$ cat src/rtl/cfim_pkg.sv
// shared types, codes and constants of the command frame motor interlock
package cfim_pkg;

	// frame layout
	localparam int FRAME_BYTES = 6;
	localparam int FB_STORED   = FRAME_BYTES - 1;
	localparam int CNT_W       = $clog2(FRAME_BYTES);
	localparam int FB_IDX_W    = $clog2(FB_STORED);

	// decoupling queue
	localparam int QDEPTH = 4;
	localparam int QPTR_W = $clog2(QDEPTH);

	// operation codes on the input channel
	localparam logic [1:0] OP_BYTE = 2'd0;
	localparam logic [1:0] OP_GAP  = 2'd1;
	localparam logic [1:0] OP_TICK = 2'd2;

	// register indexes
	localparam logic [2:0] REG_END_MARKER = 3'd0;
	localparam logic [2:0] REG_SERVO_GAIN = 3'd1;
	localparam logic [2:0] REG_MOTOR_GAIN = 3'd2;
	localparam logic [2:0] REG_REV_CODE   = 3'd3;
	localparam logic [2:0] REG_DIST_LIMIT = 3'd4;
	localparam logic [2:0] REG_SUP_LIMIT  = 3'd5;
	localparam logic [2:0] REG_LINK_TMO   = 3'd6;

	// register reset values
	localparam logic [7:0]  END_MARKER_RST = 8'd126;
	localparam logic [7:0]  SERVO_GAIN_RST = 8'd20;
	localparam logic [9:0]  MOTOR_GAIN_RST = 10'd500;
	localparam logic [7:0]  REV_CODE_RST   = 8'd33;
	localparam logic [7:0]  DIST_LIMIT_RST = 8'd20;
	localparam logic [11:0] SUP_LIMIT_RST  = 12'd3000;
	localparam logic [15:0] LINK_TMO_RST   = 16'd50;

	// state reset values
	localparam logic [15:0] SERVO_CMD_RST   = 16'd1200;
	localparam logic [7:0]  STORED_DIST_RST = 8'd10;
	localparam logic [15:0] WDOG_MAX        = 16'hFFFF;

	typedef enum logic [1:0] {
		KIND_BYTE,
		KIND_GAP,
		KIND_TICK,
		KIND_NONE
	} item_kind_t;

	typedef struct packed {
		item_kind_t  kind;
		logic [7:0]  rx_byte;
		logic [7:0]  distance_cm;
		logic [11:0] supply_sample;
	} cfim_item_t;

	typedef struct packed {
		logic full;
		logic empty;
	} cfim_qstat_t;

	typedef struct packed {
		logic [7:0]  end_marker;
		logic [7:0]  servo_gain;
		logic [9:0]  motor_gain;
		logic [7:0]  reverse_code;
		logic [7:0]  distance_limit;
		logic [11:0] supply_limit;
		logic [15:0] link_timeout_ticks;
	} cfim_cfg_t;

	typedef struct packed {
		logic        tx_valid;
		logic [7:0]  tx_byte;
		logic [15:0] drive_pwm;
		logic [15:0] lift_pwm;
		logic [15:0] servo_pwm;
		logic        drive_fwd_pin;
		logic        drive_rev_pin;
		logic        lift_up_pin;
		logic        lift_down_pin;
		logic        led_obstacle;
		logic        led_link;
		logic        led_supply;
	} cfim_result_t;

endpackage

$ cat src/rtl/cfim_front.sv
// input side: takes words, classifies the operation and pushes into the queue
module cfim_front (
	input  logic                 in_valid,
	output logic                 in_stall,
	input  logic [1:0]           operation,
	input  logic [7:0]           rx_byte,
	input  logic [7:0]           distance_cm,
	input  logic [11:0]          supply_sample,
	input  cfim_pkg::cfim_qstat_t qstat,
	output logic                 push,
	output cfim_pkg::cfim_item_t  item
);
	import cfim_pkg::*;

	// stall only while the queue has no room
	assign in_stall = qstat.full;
	assign push     = in_valid && !qstat.full;

	// operation decode
	always_comb begin
		unique case (operation)
			OP_BYTE: item.kind = KIND_BYTE;
			OP_GAP:  item.kind = KIND_GAP;
			OP_TICK: item.kind = KIND_TICK;
			default: item.kind = KIND_NONE;
		endcase
		item.rx_byte       = rx_byte;
		item.distance_cm   = distance_cm;
		item.supply_sample = supply_sample;
	end

endmodule

$ cat src/rtl/cfim_queue.sv
// short queue of classified words between front and back
module cfim_queue (
	input  logic                  clk,
	input  logic                  arst_n,
	input  logic                  push,
	input  cfim_pkg::cfim_item_t  push_item,
	input  logic                  pop,
	output cfim_pkg::cfim_item_t  head_item,
	output cfim_pkg::cfim_qstat_t qstat
);
	import cfim_pkg::*;

	cfim_item_t        mem_q [QDEPTH];
	logic [QPTR_W-1:0] wr_ptr_q;
	logic [QPTR_W-1:0] rd_ptr_q;
	logic [QPTR_W:0]   count_q;
	logic              do_push;
	logic              do_pop;

	assign qstat.full  = (count_q == (QPTR_W + 1)'(QDEPTH));
	assign qstat.empty = (count_q == '0);
	assign do_push     = push && !qstat.full;
	assign do_pop      = pop && !qstat.empty;
	assign head_item   = mem_q[rd_ptr_q];

	// pointers and fill count
	always_ff @(posedge clk or negedge arst_n) begin
		if (!arst_n) begin
			wr_ptr_q <= '0;
			rd_ptr_q <= '0;
			count_q  <= '0;
		end else begin
			if (do_push) wr_ptr_q <= wr_ptr_q + 1'b1;
			if (do_pop)  rd_ptr_q <= rd_ptr_q + 1'b1;
			case ({do_push, do_pop})
				2'b10:   count_q <= count_q + 1'b1;
				2'b01:   count_q <= count_q - 1'b1;
				default: count_q <= count_q;
			endcase
		end
	end

	// storage
	always_ff @(posedge clk) begin
		if (do_push) mem_q[wr_ptr_q] <= push_item;
	end

endmodule

$ cat src/rtl/cfim_back.sv
// execution side: frame assembly, command latch, watchdog, interlock, result register
module cfim_back (
	input  logic                   clk,
	input  logic                   arst_n,
	input  cfim_pkg::cfim_cfg_t    cfg,
	input  cfim_pkg::cfim_item_t   item,
	input  cfim_pkg::cfim_qstat_t  qstat,
	output logic                   pop,
	output logic                   out_valid,
	input  logic                   out_stall,
	output cfim_pkg::cfim_result_t res
);
	import cfim_pkg::*;

	// architectural state
	logic [CNT_W-1:0] byte_count_q;
	logic [7:0]       frame_bytes_q [FB_STORED];
	logic [15:0]      servo_cmd_q, drive_cmd_q, lift_cmd_q;
	logic [7:0]       drive_dir_q, lift_dir_q, stored_dist_q;
	logic [15:0]      wdog_q;
	logic             link_lost_q;
	logic [15:0]      o_drive_q, o_lift_q;
	logic             o_dfwd_q, o_drev_q, o_lup_q, o_ldown_q;
	logic             led_obs_q, led_link_q, led_sup_q;

	// result register
	logic             out_valid_q;
	cfim_result_t     res_q;

	// next state
	logic [CNT_W-1:0] n_byte_count;
	logic [15:0]      n_servo_cmd, n_drive_cmd, n_lift_cmd;
	logic [7:0]       n_drive_dir, n_lift_dir, n_stored_dist;
	logic [15:0]      n_wdog;
	logic             n_link_lost;
	logic [15:0]      n_o_drive, n_o_lift;
	logic             n_dfwd, n_drev, n_lup, n_ldown;
	logic             n_led_obs, n_led_link, n_led_sup;
	logic             n_tx_valid;
	logic [7:0]       n_tx_byte;

	logic [CNT_W-1:0]    cnt_eff;
	logic                frame_last;
	logic                store_byte;
	logic [FB_IDX_W-1:0] fb_idx;
	logic [15:0]         servo_prod;
	logic [17:0]         drive_prod, lift_prod;
	logic                obstacle, low_sup, lost_now;

	// execute the head word whenever the result register can take it
	assign pop       = !qstat.empty && (!out_valid_q || !out_stall);
	assign out_valid = out_valid_q;
	assign res       = res_q;

	// frame position of the incoming byte
	assign cnt_eff    = (byte_count_q >= CNT_W'(FRAME_BYTES)) ? '0 : byte_count_q;
	assign frame_last = (cnt_eff == CNT_W'(FB_STORED));
	assign fb_idx     = FB_IDX_W'(cnt_eff);
	assign store_byte = pop && (item.kind == KIND_BYTE) && !frame_last;

	// command scaling, three independent products
	assign servo_prod = frame_bytes_q[0] * cfg.servo_gain;
	assign drive_prod = frame_bytes_q[1] * cfg.motor_gain;
	assign lift_prod  = frame_bytes_q[2] * cfg.motor_gain;

	// tick conditions
	assign n_wdog   = (wdog_q == WDOG_MAX) ? wdog_q : wdog_q + 16'd1;
	assign lost_now = link_lost_q || (n_wdog >= cfg.link_timeout_ticks);
	assign obstacle = (stored_dist_q <= cfg.distance_limit);
	assign low_sup  = (item.supply_sample <= cfg.supply_limit);

	always_comb begin
		n_byte_count  = byte_count_q;
		n_servo_cmd   = servo_cmd_q;
		n_drive_cmd   = drive_cmd_q;
		n_lift_cmd    = lift_cmd_q;
		n_drive_dir   = drive_dir_q;
		n_lift_dir    = lift_dir_q;
		n_stored_dist = stored_dist_q;
		n_link_lost   = link_lost_q;
		n_o_drive     = o_drive_q;
		n_o_lift      = o_lift_q;
		n_dfwd        = o_dfwd_q;
		n_drev        = o_drev_q;
		n_lup         = o_lup_q;
		n_ldown       = o_ldown_q;
		n_led_obs     = led_obs_q;
		n_led_link    = led_link_q;
		n_led_sup     = led_sup_q;
		n_tx_valid    = 1'b0;
		n_tx_byte     = '0;
		unique case (item.kind)
			KIND_BYTE: begin
				if (frame_last) begin
					n_tx_valid   = 1'b1;
					n_tx_byte    = stored_dist_q;
					n_byte_count = '0;
					n_link_lost  = 1'b0;
					if (item.rx_byte == cfg.end_marker) begin
						n_servo_cmd = servo_prod;
						n_drive_cmd = drive_prod[15:0];
						n_lift_cmd  = lift_prod[15:0];
						n_drive_dir = frame_bytes_q[3];
						n_lift_dir  = frame_bytes_q[4];
					end
				end else begin
					n_byte_count = cnt_eff + 1'b1;
				end
			end
			KIND_GAP: begin
				if (byte_count_q != '0) begin
					n_byte_count = '0;
					n_link_lost  = 1'b0;
				end
			end
			KIND_TICK: begin
				n_link_lost = lost_now;
				if (!lost_now && !obstacle && !low_sup) begin
					n_o_drive  = drive_cmd_q;
					n_o_lift   = lift_cmd_q;
					n_dfwd     = (drive_dir_q != cfg.reverse_code);
					n_drev     = (drive_dir_q == cfg.reverse_code);
					n_lup      = (lift_dir_q != cfg.reverse_code);
					n_ldown    = (lift_dir_q == cfg.reverse_code);
					n_led_obs  = 1'b0;
					n_led_link = 1'b0;
					n_led_sup  = 1'b0;
				end else begin
					n_o_drive = '0;
					n_o_lift  = '0;
					n_dfwd    = 1'b0;
					n_drev    = 1'b0;
					n_lup     = 1'b0;
					n_ldown   = 1'b0;
					if (low_sup)  n_led_sup  = 1'b1;
					if (lost_now) n_led_link = 1'b1;
					if (obstacle) n_led_obs  = 1'b1;
				end
				if (item.distance_cm != '0) n_stored_dist = item.distance_cm;
			end
			default: begin
			end
		endcase
	end

	// watchdog clears on frame end or on a gap that drops a partial frame, counts on ticks
	logic [15:0] wdog_next;
	always_comb begin
		wdog_next = wdog_q;
		if (item.kind == KIND_TICK) begin
			wdog_next = n_wdog;
		end else if ((item.kind == KIND_BYTE && frame_last) ||
		             (item.kind == KIND_GAP && byte_count_q != '0)) begin
			wdog_next = '0;
		end
	end

	// state registers
	always_ff @(posedge clk or negedge arst_n) begin
		if (!arst_n) begin
			byte_count_q  <= '0;
			servo_cmd_q   <= SERVO_CMD_RST;
			drive_cmd_q   <= '0;
			lift_cmd_q    <= '0;
			drive_dir_q   <= '0;
			lift_dir_q    <= '0;
			stored_dist_q <= STORED_DIST_RST;
			wdog_q        <= '0;
			link_lost_q   <= 1'b0;
			o_drive_q     <= '0;
			o_lift_q      <= '0;
			o_dfwd_q      <= 1'b0;
			o_drev_q      <= 1'b0;
			o_lup_q       <= 1'b0;
			o_ldown_q     <= 1'b0;
			led_obs_q     <= 1'b0;
			led_link_q    <= 1'b0;
			led_sup_q     <= 1'b0;
		end else if (pop) begin
			byte_count_q  <= n_byte_count;
			servo_cmd_q   <= n_servo_cmd;
			drive_cmd_q   <= n_drive_cmd;
			lift_cmd_q    <= n_lift_cmd;
			drive_dir_q   <= n_drive_dir;
			lift_dir_q    <= n_lift_dir;
			stored_dist_q <= n_stored_dist;
			wdog_q        <= wdog_next;
			link_lost_q   <= n_link_lost;
			o_drive_q     <= n_o_drive;
			o_lift_q      <= n_o_lift;
			o_dfwd_q      <= n_dfwd;
			o_drev_q      <= n_drev;
			o_lup_q       <= n_lup;
			o_ldown_q     <= n_ldown;
			led_obs_q     <= n_led_obs;
			led_link_q    <= n_led_link;
			led_sup_q     <= n_led_sup;
		end
	end

	// frame byte store, written before it is read
	always_ff @(posedge clk) begin
		if (store_byte) frame_bytes_q[fb_idx] <= item.rx_byte;
	end

	// result word valid flag
	always_ff @(posedge clk or negedge arst_n) begin
		if (!arst_n) begin
			out_valid_q <= 1'b0;
		end else if (pop) begin
			out_valid_q <= 1'b1;
		end else if (!out_stall) begin
			out_valid_q <= 1'b0;
		end
	end

	// result word payload
	always_ff @(posedge clk) begin
		if (pop) begin
			res_q.tx_valid      <= n_tx_valid;
			res_q.tx_byte       <= n_tx_byte;
			res_q.drive_pwm     <= n_o_drive;
			res_q.lift_pwm      <= n_o_lift;
			res_q.servo_pwm     <= n_servo_cmd;
			res_q.drive_fwd_pin <= n_dfwd;
			res_q.drive_rev_pin <= n_drev;
			res_q.lift_up_pin   <= n_lup;
			res_q.lift_down_pin <= n_ldown;
			res_q.led_obstacle  <= n_led_obs;
			res_q.led_link      <= n_led_link;
			res_q.led_supply    <= n_led_sup;
		end
	end

endmodule

$ cat src/rtl/command_frame_motor_interlock.sv
// top level: register port, front, queue and back of the command frame motor interlock
// an accepted word is written to the queue, then executed into the registered result word
// throughput: one word per cycle while the output is not stalled, set by the execute stage in the back part
// a four-entry queue lets input and output stall independently
// reset: asynchronous, active low; registers take their defaults, frame state and
// watchdog clear, servo command 1200, stored distance 10, no clearing pass
module command_frame_motor_interlock (
	input  logic        clk,
	input  logic        arst_n,
	// register port
	input  logic        psel,
	input  logic        penable,
	input  logic        pwrite,
	input  logic [4:0]  paddr,
	input  logic [31:0] pwdata,
	output logic [31:0] prdata,
	output logic        pready,
	// input channel
	input  logic        in_valid,
	output logic        in_stall,
	input  logic [1:0]  operation,
	input  logic [7:0]  rx_byte,
	input  logic [7:0]  distance_cm,
	input  logic [11:0] supply_sample,
	// output channel
	output logic        out_valid,
	input  logic        out_stall,
	output logic        tx_valid,
	output logic [7:0]  tx_byte,
	output logic [15:0] drive_pwm,
	output logic [15:0] lift_pwm,
	output logic [15:0] servo_pwm,
	output logic        drive_fwd_pin,
	output logic        drive_rev_pin,
	output logic        lift_up_pin,
	output logic        lift_down_pin,
	output logic        led_obstacle,
	output logic        led_link,
	output logic        led_supply
);
	import cfim_pkg::*;

	cfim_cfg_t    cfg_q;
	cfim_item_t   push_item;
	cfim_item_t   head_item;
	cfim_qstat_t  qstat;
	cfim_result_t res;
	logic         push;
	logic         pop;
	logic         cfg_wr;
	logic [2:0]   reg_idx;

	assign pready  = 1'b1;
	assign reg_idx = paddr[4:2];
	assign cfg_wr  = psel && penable && pwrite && pready;

	// configuration registers
	always_ff @(posedge clk or negedge arst_n) begin
		if (!arst_n) begin
			cfg_q.end_marker         <= END_MARKER_RST;
			cfg_q.servo_gain         <= SERVO_GAIN_RST;
			cfg_q.motor_gain         <= MOTOR_GAIN_RST;
			cfg_q.reverse_code       <= REV_CODE_RST;
			cfg_q.distance_limit     <= DIST_LIMIT_RST;
			cfg_q.supply_limit       <= SUP_LIMIT_RST;
			cfg_q.link_timeout_ticks <= LINK_TMO_RST;
		end else if (cfg_wr) begin
			case (reg_idx)
				REG_END_MARKER: cfg_q.end_marker         <= pwdata[7:0];
				REG_SERVO_GAIN: cfg_q.servo_gain         <= pwdata[7:0];
				REG_MOTOR_GAIN: cfg_q.motor_gain         <= pwdata[9:0];
				REG_REV_CODE:   cfg_q.reverse_code       <= pwdata[7:0];
				REG_DIST_LIMIT: cfg_q.distance_limit     <= pwdata[7:0];
				REG_SUP_LIMIT:  cfg_q.supply_limit       <= pwdata[11:0];
				REG_LINK_TMO:   cfg_q.link_timeout_ticks <= pwdata[15:0];
				default: begin
				end
			endcase
		end
	end

	// register readback
	always_comb begin
		unique case (reg_idx)
			REG_END_MARKER: prdata = {24'd0, cfg_q.end_marker};
			REG_SERVO_GAIN: prdata = {24'd0, cfg_q.servo_gain};
			REG_MOTOR_GAIN: prdata = {22'd0, cfg_q.motor_gain};
			REG_REV_CODE:   prdata = {24'd0, cfg_q.reverse_code};
			REG_DIST_LIMIT: prdata = {24'd0, cfg_q.distance_limit};
			REG_SUP_LIMIT:  prdata = {20'd0, cfg_q.supply_limit};
			REG_LINK_TMO:   prdata = {16'd0, cfg_q.link_timeout_ticks};
			default:        prdata = '0;
		endcase
	end

	cfim_front u_front (
		.in_valid      (in_valid),
		.in_stall      (in_stall),
		.operation     (operation),
		.rx_byte       (rx_byte),
		.distance_cm   (distance_cm),
		.supply_sample (supply_sample),
		.qstat         (qstat),
		.push          (push),
		.item          (push_item)
	);

	cfim_queue u_queue (
		.clk       (clk),
		.arst_n    (arst_n),
		.push      (push),
		.push_item (push_item),
		.pop       (pop),
		.head_item (head_item),
		.qstat     (qstat)
	);

	cfim_back u_back (
		.clk       (clk),
		.arst_n    (arst_n),
		.cfg       (cfg_q),
		.item      (head_item),
		.qstat     (qstat),
		.pop       (pop),
		.out_valid (out_valid),
		.out_stall (out_stall),
		.res       (res)
	);

	// result word fields
	assign tx_valid      = res.tx_valid;
	assign tx_byte       = res.tx_byte;
	assign drive_pwm     = res.drive_pwm;
	assign lift_pwm      = res.lift_pwm;
	assign servo_pwm     = res.servo_pwm;
	assign drive_fwd_pin = res.drive_fwd_pin;
	assign drive_rev_pin = res.drive_rev_pin;
	assign lift_up_pin   = res.lift_up_pin;
	assign lift_down_pin = res.lift_down_pin;
	assign led_obstacle  = res.led_obstacle;
	assign led_link      = res.led_link;
	assign led_supply    = res.led_supply;

`ifndef SYNTHESIS
	// reply byte is zero unless a reply is sent
	a_tx_zero: assert property (@(posedge clk) disable iff (!arst_n)
		out_valid && !tx_valid |-> tx_byte == 8'd0)
		else $error("tx_byte nonzero without tx_valid");

	// bridge legs never both driven
	a_bridge_legs: assert property (@(posedge clk) disable iff (!arst_n)
		out_valid |-> !(drive_fwd_pin && drive_rev_pin) && !(lift_up_pin && lift_down_pin))
		else $error("both bridge legs high");

	// a running drive motor always has a direction leg selected
	a_drive_dir: assert property (@(posedge clk) disable iff (!arst_n)
		out_valid && drive_pwm != 16'd0 |-> drive_fwd_pin || drive_rev_pin)
		else $error("drive pwm without direction");

	// a running lift motor means no fault led is lit
	a_lift_no_fault: assert property (@(posedge clk) disable iff (!arst_n)
		out_valid && lift_pwm != 16'd0 |-> !led_obstacle && !led_link && !led_supply)
		else $error("lift pwm while faulted");
`endif

endmodule

$ cat config.mk
export PLATFORM = sky130hd
export DESIGN_NAME = command_frame_motor_interlock
export DESIGN_NICKNAME = d
export VERILOG_FILES = /design/src/rtl/cfim_pkg.sv /design/src/rtl/cfim_front.sv /design/src/rtl/cfim_queue.sv /design/src/rtl/cfim_back.sv /design/src/rtl/command_frame_motor_interlock.sv
export SDC_FILE = /design/constraint.sdc
export NUM_CORES = 1
export LEC_CHECK = 0
export CAP_MARGIN = 20
export CORE_ASPECT_RATIO = 0.9
export CORE_MARGIN = 2
export CORE_UTILIZATION = 65
export CTS_CLUSTER_SIZE = 14
export DETAILED_ROUTE_END_ITERATION = 6
export DONT_BUFFER_PORTS = 1
export PLACE_DENSITY = 0.9
export SLEW_MARGIN = 20
export SYNTH_ARGS = -nofsm -noshare
export SYNTH_HDL_FRONTEND = slang
export SYNTH_SLANG_ARGS = --single-unit
$ cat constraint.sdc
create_clock -name clk -period 7.1 [get_ports clk]
set_clock_uncertainty 0.15 [all_clocks]
set_input_delay 1.065 -clock clk [delete_from_list [all_inputs] [get_ports clk]]
set_output_delay 1.065 -clock clk [all_outputs]
set_load 0.05 [all_outputs]
After elaboration in Yosys (flattened, before gate mapping)
Memories as Yosys holds them, arrays and structs flattened. A register that Yosys moved wholly into a read port is not among the register bits.
Index checks and enable logic that the tools add are counted.
{"block": "totals", "reg_bits": 257, "ramBits": 160, "word_cells": 169, "mem_count": 2}
{"block": "op_classes", "addsub": 6, "multipliers": 3, "order_cmp": 4, "n_eq_ne": 23, "mux": 44, "reduce_logical": 48}
{"memory": "u_queue.mem_q", "words": 4, "word_bits": 30, "rd": 1, "rd_ports_with_merged_regs": 0, "wr": 1, "line_no": "cfim_queue.sv:13", "source": "cfim_item_t mem_q [QDEPTH];"}
{"memory": "u_back.frame_bytes_q", "words": 5, "word_bits": 8, "rd": 5, "rd_ports_with_merged_regs": 2, "wr": 1, "line_no": "cfim_back.sv:17", "source": "logic [7:0] frame_bytes_q [FB_STORED];"}
{"operator": "16-bit 2-to-1 mux", "n": 10}
{"operator": "16-bit one-hot mux with 7 select lines", "n": 1}
{"operator": "8-bit by 10-bit multiplier with 16-bit output", "n": 2}
{"operator": "1-bit 2-to-1 mux", "n": 26}
{"operator": "8-bit == test", "n": 3}
{"operator": "2-bit AND reduction", "n": 9}
{"operator": "16-bit by 1-bit adder with 16-bit output (second input constant)", "n": 1}
{"operator": "16-bit == test (second input constant)", "n": 1}
{"operator": "16-bit greater-or-equal comparator", "n": 1}
{"operator": "8-bit by 8-bit multiplier with 16-bit output", "n": 1}
{"operator": "8-bit != test", "n": 2}
{"operator": "3-bit == test (second input constant)", "n": 5}
{"operator": "12-bit less-or-equal comparator", "n": 1}
{"operator": "1-bit logical AND", "n": 12}
{"operator": "3-bit one-hot mux with 2 select lines", "n": 2}
{"operator": "1-bit zero test", "n": 10}
{"operator": "3-bit 2-to-1 mux", "n": 3}
{"operator": "8-bit less-or-equal comparator", "n": 1}
{"operator": "4-bit AND reduction", "n": 2}
{"operator": "8-bit nonzero test", "n": 1}
{"operator": "3-bit by 1-bit adder with 3-bit output (second input constant)", "n": 2}
{"operator": "2-bit by 1-bit == test with 1-bit output (second input constant)", "n": 3}
{"operator": "2-bit == test (second input constant)", "n": 3}
{"operator": "3-bit by 2-bit == test with 1-bit output (second input constant)", "n": 2}
{"operator": "other kinds (13)", "n": 24}

Depth between registers and ports, before layout
{"block": "logic_depth", "depth_word": 9, "ltp_mapped": 18, "ltp_nobuf": 17}

Hierarchy
A second synthesis with hierarchy kept.
{"block": "hier_totals", "hier_cells": 2239, "area_unflattened_um2": 26285.2}
{"module": "cfim_back", "n_inst": 1, "cells_per_inst": 1759, "area_each_um2": 17808.3}
{"module": "cfim_queue", "n_inst": 1, "cells_per_inst": 194, "area_each_um2": 4798.4}
{"module": "command_frame_motor_interlock", "n_inst": 1, "cells_per_inst": 254, "area_each_um2": 3439.5}
{"module": "cfim_front", "n_inst": 1, "cells_per_inst": 32, "area_each_um2": 239.0}

Worst setup path before layout
No wires, ideal clock.
{"block": "synth_timing", "path_kind": "input to register", "startpoint": "input port out_stall", "endpoint": "memory u_back.frame_bytes_q[4][0], enable pin", "setup_time_ns": 0.332, "t_arrival_ns": 5.917, "required_ns": 6.618, "path_slack_ns": 0.701, "stages": 4, "cell_sequence": "a21oi_1 nand2b_1 nor3b_1 and2_1"}
{"block": "synth_via", "elab_chain_len": 7}
{"element": "start: declaration", "line_no": "command_frame_motor_interlock.sv:27", "source": "input logic out_stall,"}
{"element": "1-bit zero test", "line_no": "cfim_back.sv:51", "source": "assign pop = !qstat.empty && (!out_valid_q || !out_stall);"}
{"element": "1-bit logical OR", "line_no": "cfim_back.sv:51"}
{"element": "1-bit logical AND", "line_no": "cfim_back.sv:51"}
{"element": "1-bit logical AND (2 in series)", "line_no": "cfim_back.sv:59", "source": "assign store_byte = pop && (item.kind == KIND_BYTE) && !frame_last;"}
{"element": "1-bit 2-to-1 mux", "line_no": "cfim_back.sv:203", "source": "if (store_byte) frame_bytes_q[fb_idx] <= item.rx_byte;"}
{"element": "1-bit 2-to-1 mux (implied by the code)", "line_no": "cfim_back.sv:203"}
{"element": "end: declaration", "line_no": "cfim_back.sv:17"}
Every way passes these cells.

Final worst setup path
{"block": "layout_timing", "startpoint": "register cfg_q[45] in the netlist's numbering", "endpoint": "register u_back.drive_cmd_q[15]"}
{"block": "layout_via", "elab_chain_len": 1}
{"element": "start: declaration", "line_no": "command_frame_motor_interlock.sv:43", "source": "cfim_cfg_t cfg_q;"}
{"element": "8-bit by 10-bit multiplier with 16-bit output", "line_no": "cfim_back.sv:63", "source": "assign drive_prod = frame_bytes_q[1] * cfg.motor_gain;"}
{"element": "end signal: assignment", "line_no": "cfim_back.sv:182", "source": "drive_cmd_q <= n_drive_cmd;"}
{"element": "end: declaration", "line_no": "cfim_back.sv:18", "source": "logic [15:0] servo_cmd_q, drive_cmd_q, lift_cmd_q;"}
Every way passes these cells.
A chain may end at the register's enable or synchronous reset.

==> flow_summary.toml <==
[outcome]
status = "complete, no violations"

[detailed_routing]
wl_per_cell_um = 21.5
via_per_inst = 6.20
postRouteAntennaNets = 0
wl_mm = 59.7
drt-initial-drc-count = 1848
num_vias = 17200
drc_errors = 0
first_pass_iters = 5

[worst_setup_path]
worstPathRequired_ns = 7.38
crit_path_cell_trace = "nand2_1, fa_1, fa_1, fa_1, inv_1, fa_1, ha_1, o21a_1, o31a_1, or4_1, a31oi_1, o31ai_1, xnor2_1, o21ai_1"
cp_slowest_cell = "dfrtp_1"
cp.arrival_ns = 5.58
cp_common_cell = "fa_1"
worstPathMaxFanout = 18
start_kind = "flip-flop"
worstSetupEndpointType = "flip-flop"
worst-path-buf-inv = 1
max_stage_delay_ns = 0.78
critPathTopFamily = "adder cells"
crit_type = "flip-flop to flip-flop"
ff2ff_setup_slack_ns = 1.80

[yosys]
synth_top_area_share_pct = 26.3
ys_warn_count = 0
ys_seq_elements = 433
netlist_area_um2 = 25600
async_reset_ff_share_pct = 48.3
synth_edf_count = 224
yosys.area.top_type = "edfxtp_1"
ys_seq_area_share_pct = 46.9
synth_cell_types = 71
synthTopCellsByArea = "edfxtp_1 26%, dfrtp_1 17%, fa_1 10%"
synthCells = 2260
syn_avg_cell_area_um2 = 11.3
ys.flop_type = "edfxtp_1"

[clock_tree]
insertion_delay_ns = 0.62
clock_sinks = 433
postCtsSetupBuffers = 0
post_cts.resized_instances = 0
cts_tree = "done"
hold_buffers = 1
clockRootBuffer = "clkbuf_16"
clkTransAtPathRegs_ns = 0.06
numCtsBuffers = 44
clock_path_buffers = 3
h-tree-depth = 2

[hold_path]
min-delay-path-class = "primary input to async pin"

[layout]
final_nets = 2567
area_delta_synth_final_pct = 7.08
final_common_cell = "nand2_1"
drive_above_1_share_pct = 10.6
mostFrequentLayoutCells = "338 x nand2_1, 246 x inv_1, 224 x edfxtp_1, 174 x dfrtp_1, 150 x and2_1"
fin_area_um2 = 27400
post-route-util_pct = 71.1
fillers = 2442

[power]
p_seq_share_pct = 37.2
p_per_area_nw_per_um2 = 403
leakage_uw = 0.0123
p_clk_share_pct = 22.3
ir_drop_mv = 0.300
p_sw_share_pct = 41.0
intPower_uw = 6510
combPwrFrac_pct = 40.5
power.switching_uw = 4530

[placed_design]
io_buffers = 0
dp_hpwl_mm = 39.6
placed_area_um2 = 25800
gp_congestion = 0.904

[floorplanning]
num_io_pins = 173
core_um2 = 38500
die_x_um = 213
start_util_pct = 66.4
die_y_um = 192
std_cell_rows = 68
dieArea_um2 = 41000

[sta]
finalMaxSlewViolations = 0
holdWs_ns = 0.0543
finalSetupTns_ns = 0
fin_crit_ns = 5.30
max_freq_mhz = 189
final-setup-viol-count = 0
worst_pin_slew_ns = 1.14
hold_violations = 0
rsz0062_at_grt = "false"
layout_worst_path_cycle_share_pct = 74.7
slew_headroom_pct = 23.2

[global_route]
grt_pass1_wl_mm = 95.6
gr-total-overflow = 0
grt_pass1_vias = 18100
grt.total_usage_pct = 30.5
antenna_found_initial = 2
grt_start_max_net_pins = 194

[flow_run]
max_cap_viol_count = 0
[registers in the layout, indices dropped and copies added (netlist names), 2 cells and up]
signal and cells:
u_queue.mem_q 120, u_queue.wr_ptr_q 2, u_back.byte_count_q 3, u_queue.count_q 3, u_back.frame_bytes_q 40, u_back.res 64
u_back.drive_dir_q 8, u_back.stored_dist_q 8, u_back.lift_cmd_q 16, u_queue.rd_ptr_q 2, u_back.o_drive_q 16, cfg_q 70
u_back.servo_cmd_q 16, u_back.wdog_q 16, u_back.o_lift_q 16, u_back.drive_cmd_q 16, u_back.lift_dir_q 8
[layout make-up]
class | count | area, um2 | share of cell area, %
Inverter | 247 | 927 | 3.39
Antenna cell | 1 | 2.50 | 0.00914
Tap cell | 525 | 657 | 2.40
Clock buffer | 54 | 1180 | 4.30
Multi-Input combinational cell | 1474 | 12100 | 44.3
Clock inverter | 26 | 352 | 1.28
Timing Repair Buffer | 18 | 133 | 0.484
Sequential cell | 433 | 12000 | 43.8
[through the flow]
step	cells	setup slack [ns]	power (uW)
after floorplan	2275	0.701	7380
after global placement	2696	1.97	8140
after detailed placement	2696	1.91	8450
after CTS	2777	1.85	11000
after global routing	2778	1.57	11700
final	2778	1.80	11000
[worst reg2reg max path, stage by stage (launching register included)]
cell,delay (ns)
dfrtp_1,0.78
nand2_1,0.17
fa_1,0.43
fa_1,0.49
fa_1,0.54
inv_1,0.04
fa_1,0.43
ha_1,0.34
o21a_1,0.20
o31a_1,0.13
or4_1,0.40
a31oi_1,0.34
o31ai_1,0.20
xnor2_1,0.35
o21ai_1,0.11
[cells by family after synthesis]
kind of cell	count (synthesis)	share of synthesized area, %
AND/OR/NAND/NOR	659	12.3
flip-flops	433	46.9
buffers and inverters	368	6.09
AO/OA/AOI/OAI	337	8.47
adder cells (fa/ha/maj)	275	17.3
multiplexers	106	6.17
XOR/XNOR	80	2.74
other	2	0.0294
[worst paths after layout]
check / startpoint / to / cells after the start
worst min register to register: u_back.frame_bytes_q[4][3]$_DFFE_PP_ / u_back.lift_dir_q[3]$_DFFE_PN0P_ / 2
worst max register to register: cfg_q[45]$_DFFE_PN0P_ / u_back.drive_cmd_q[15]$_DFFE_PN0P_ / 14
worst max-delay path: cfg_q[45]$_DFFE_PN0P_ / u_back.drive_cmd_q[15]$_DFFE_PN0P_ / 14
worst min-delay path: arst_n / u_back.drive_dir_q[2]$_DFFE_PN0P_ / 0
min in group clk: u_back.frame_bytes_q[4][3]$_DFFE_PP_ / u_back.lift_dir_q[3]$_DFFE_PN0P_ / 2
max in group asynchronous: arst_n / u_queue.rd_ptr_q[0]$_DFFE_PN0P_ / 1
[power by group through the flow]
stage / sequential [uW] / clock, uW / combinational [uW]
after detailed placement: 4130 / 0 / 4320
after floorplan: 3940 / 0 / 3450
after CTS: 4100 / 2480 / 4440
after global placement: 4080 / 0 / 4060
final: 4110 / 2460 / 4470
after global routing: 4160 / 2580 / 4990
[cell usage after synthesis, types with 5 or more instances]
cell / n
nand2_1: 338
inv_1: 246
edfxtp_1: 224
dfrtp_1: 175
and2_1: 150
ha_1: 144
fa_1: 131
o21ai_0: 101
o31ai_1: 85
clkbuf_1: 71
nor2_1: 61
mux2_2: 54
xor2_1: 41
a21oi_1: 39
xnor2_1: 39
dfstp_2: 34
mux4_2: 34
o21ai_1: 29
a21o_1: 21
nor3_1: 21
buf_4: 20
nand2b_1: 19
buf_2: 15
mux2i_1: 13
nand3_1: 12
buf_6: 11
nand4_1: 10
a22o_1: 9
nor2b_1: 9
and3_1: 8
and4_1: 8
o21a_1: 7
nor4_1: 6
o21bai_1: 6
a22oi_1: 5
mux2_4: 5
[per-layer routing]
layer / GRT usage [%] / routed length (um) / vias to the layer above
met4: 15.1 / 3270 / 2
li1: - / - / 7537
met1: 36.4 / 21600 / 8540
met5: 0 / 17 / -
met2: 50.8 / 29100 / 892
met3: 8.67 / 5620 / 265
Note: power is estimated with default switching activity, not from simulation.
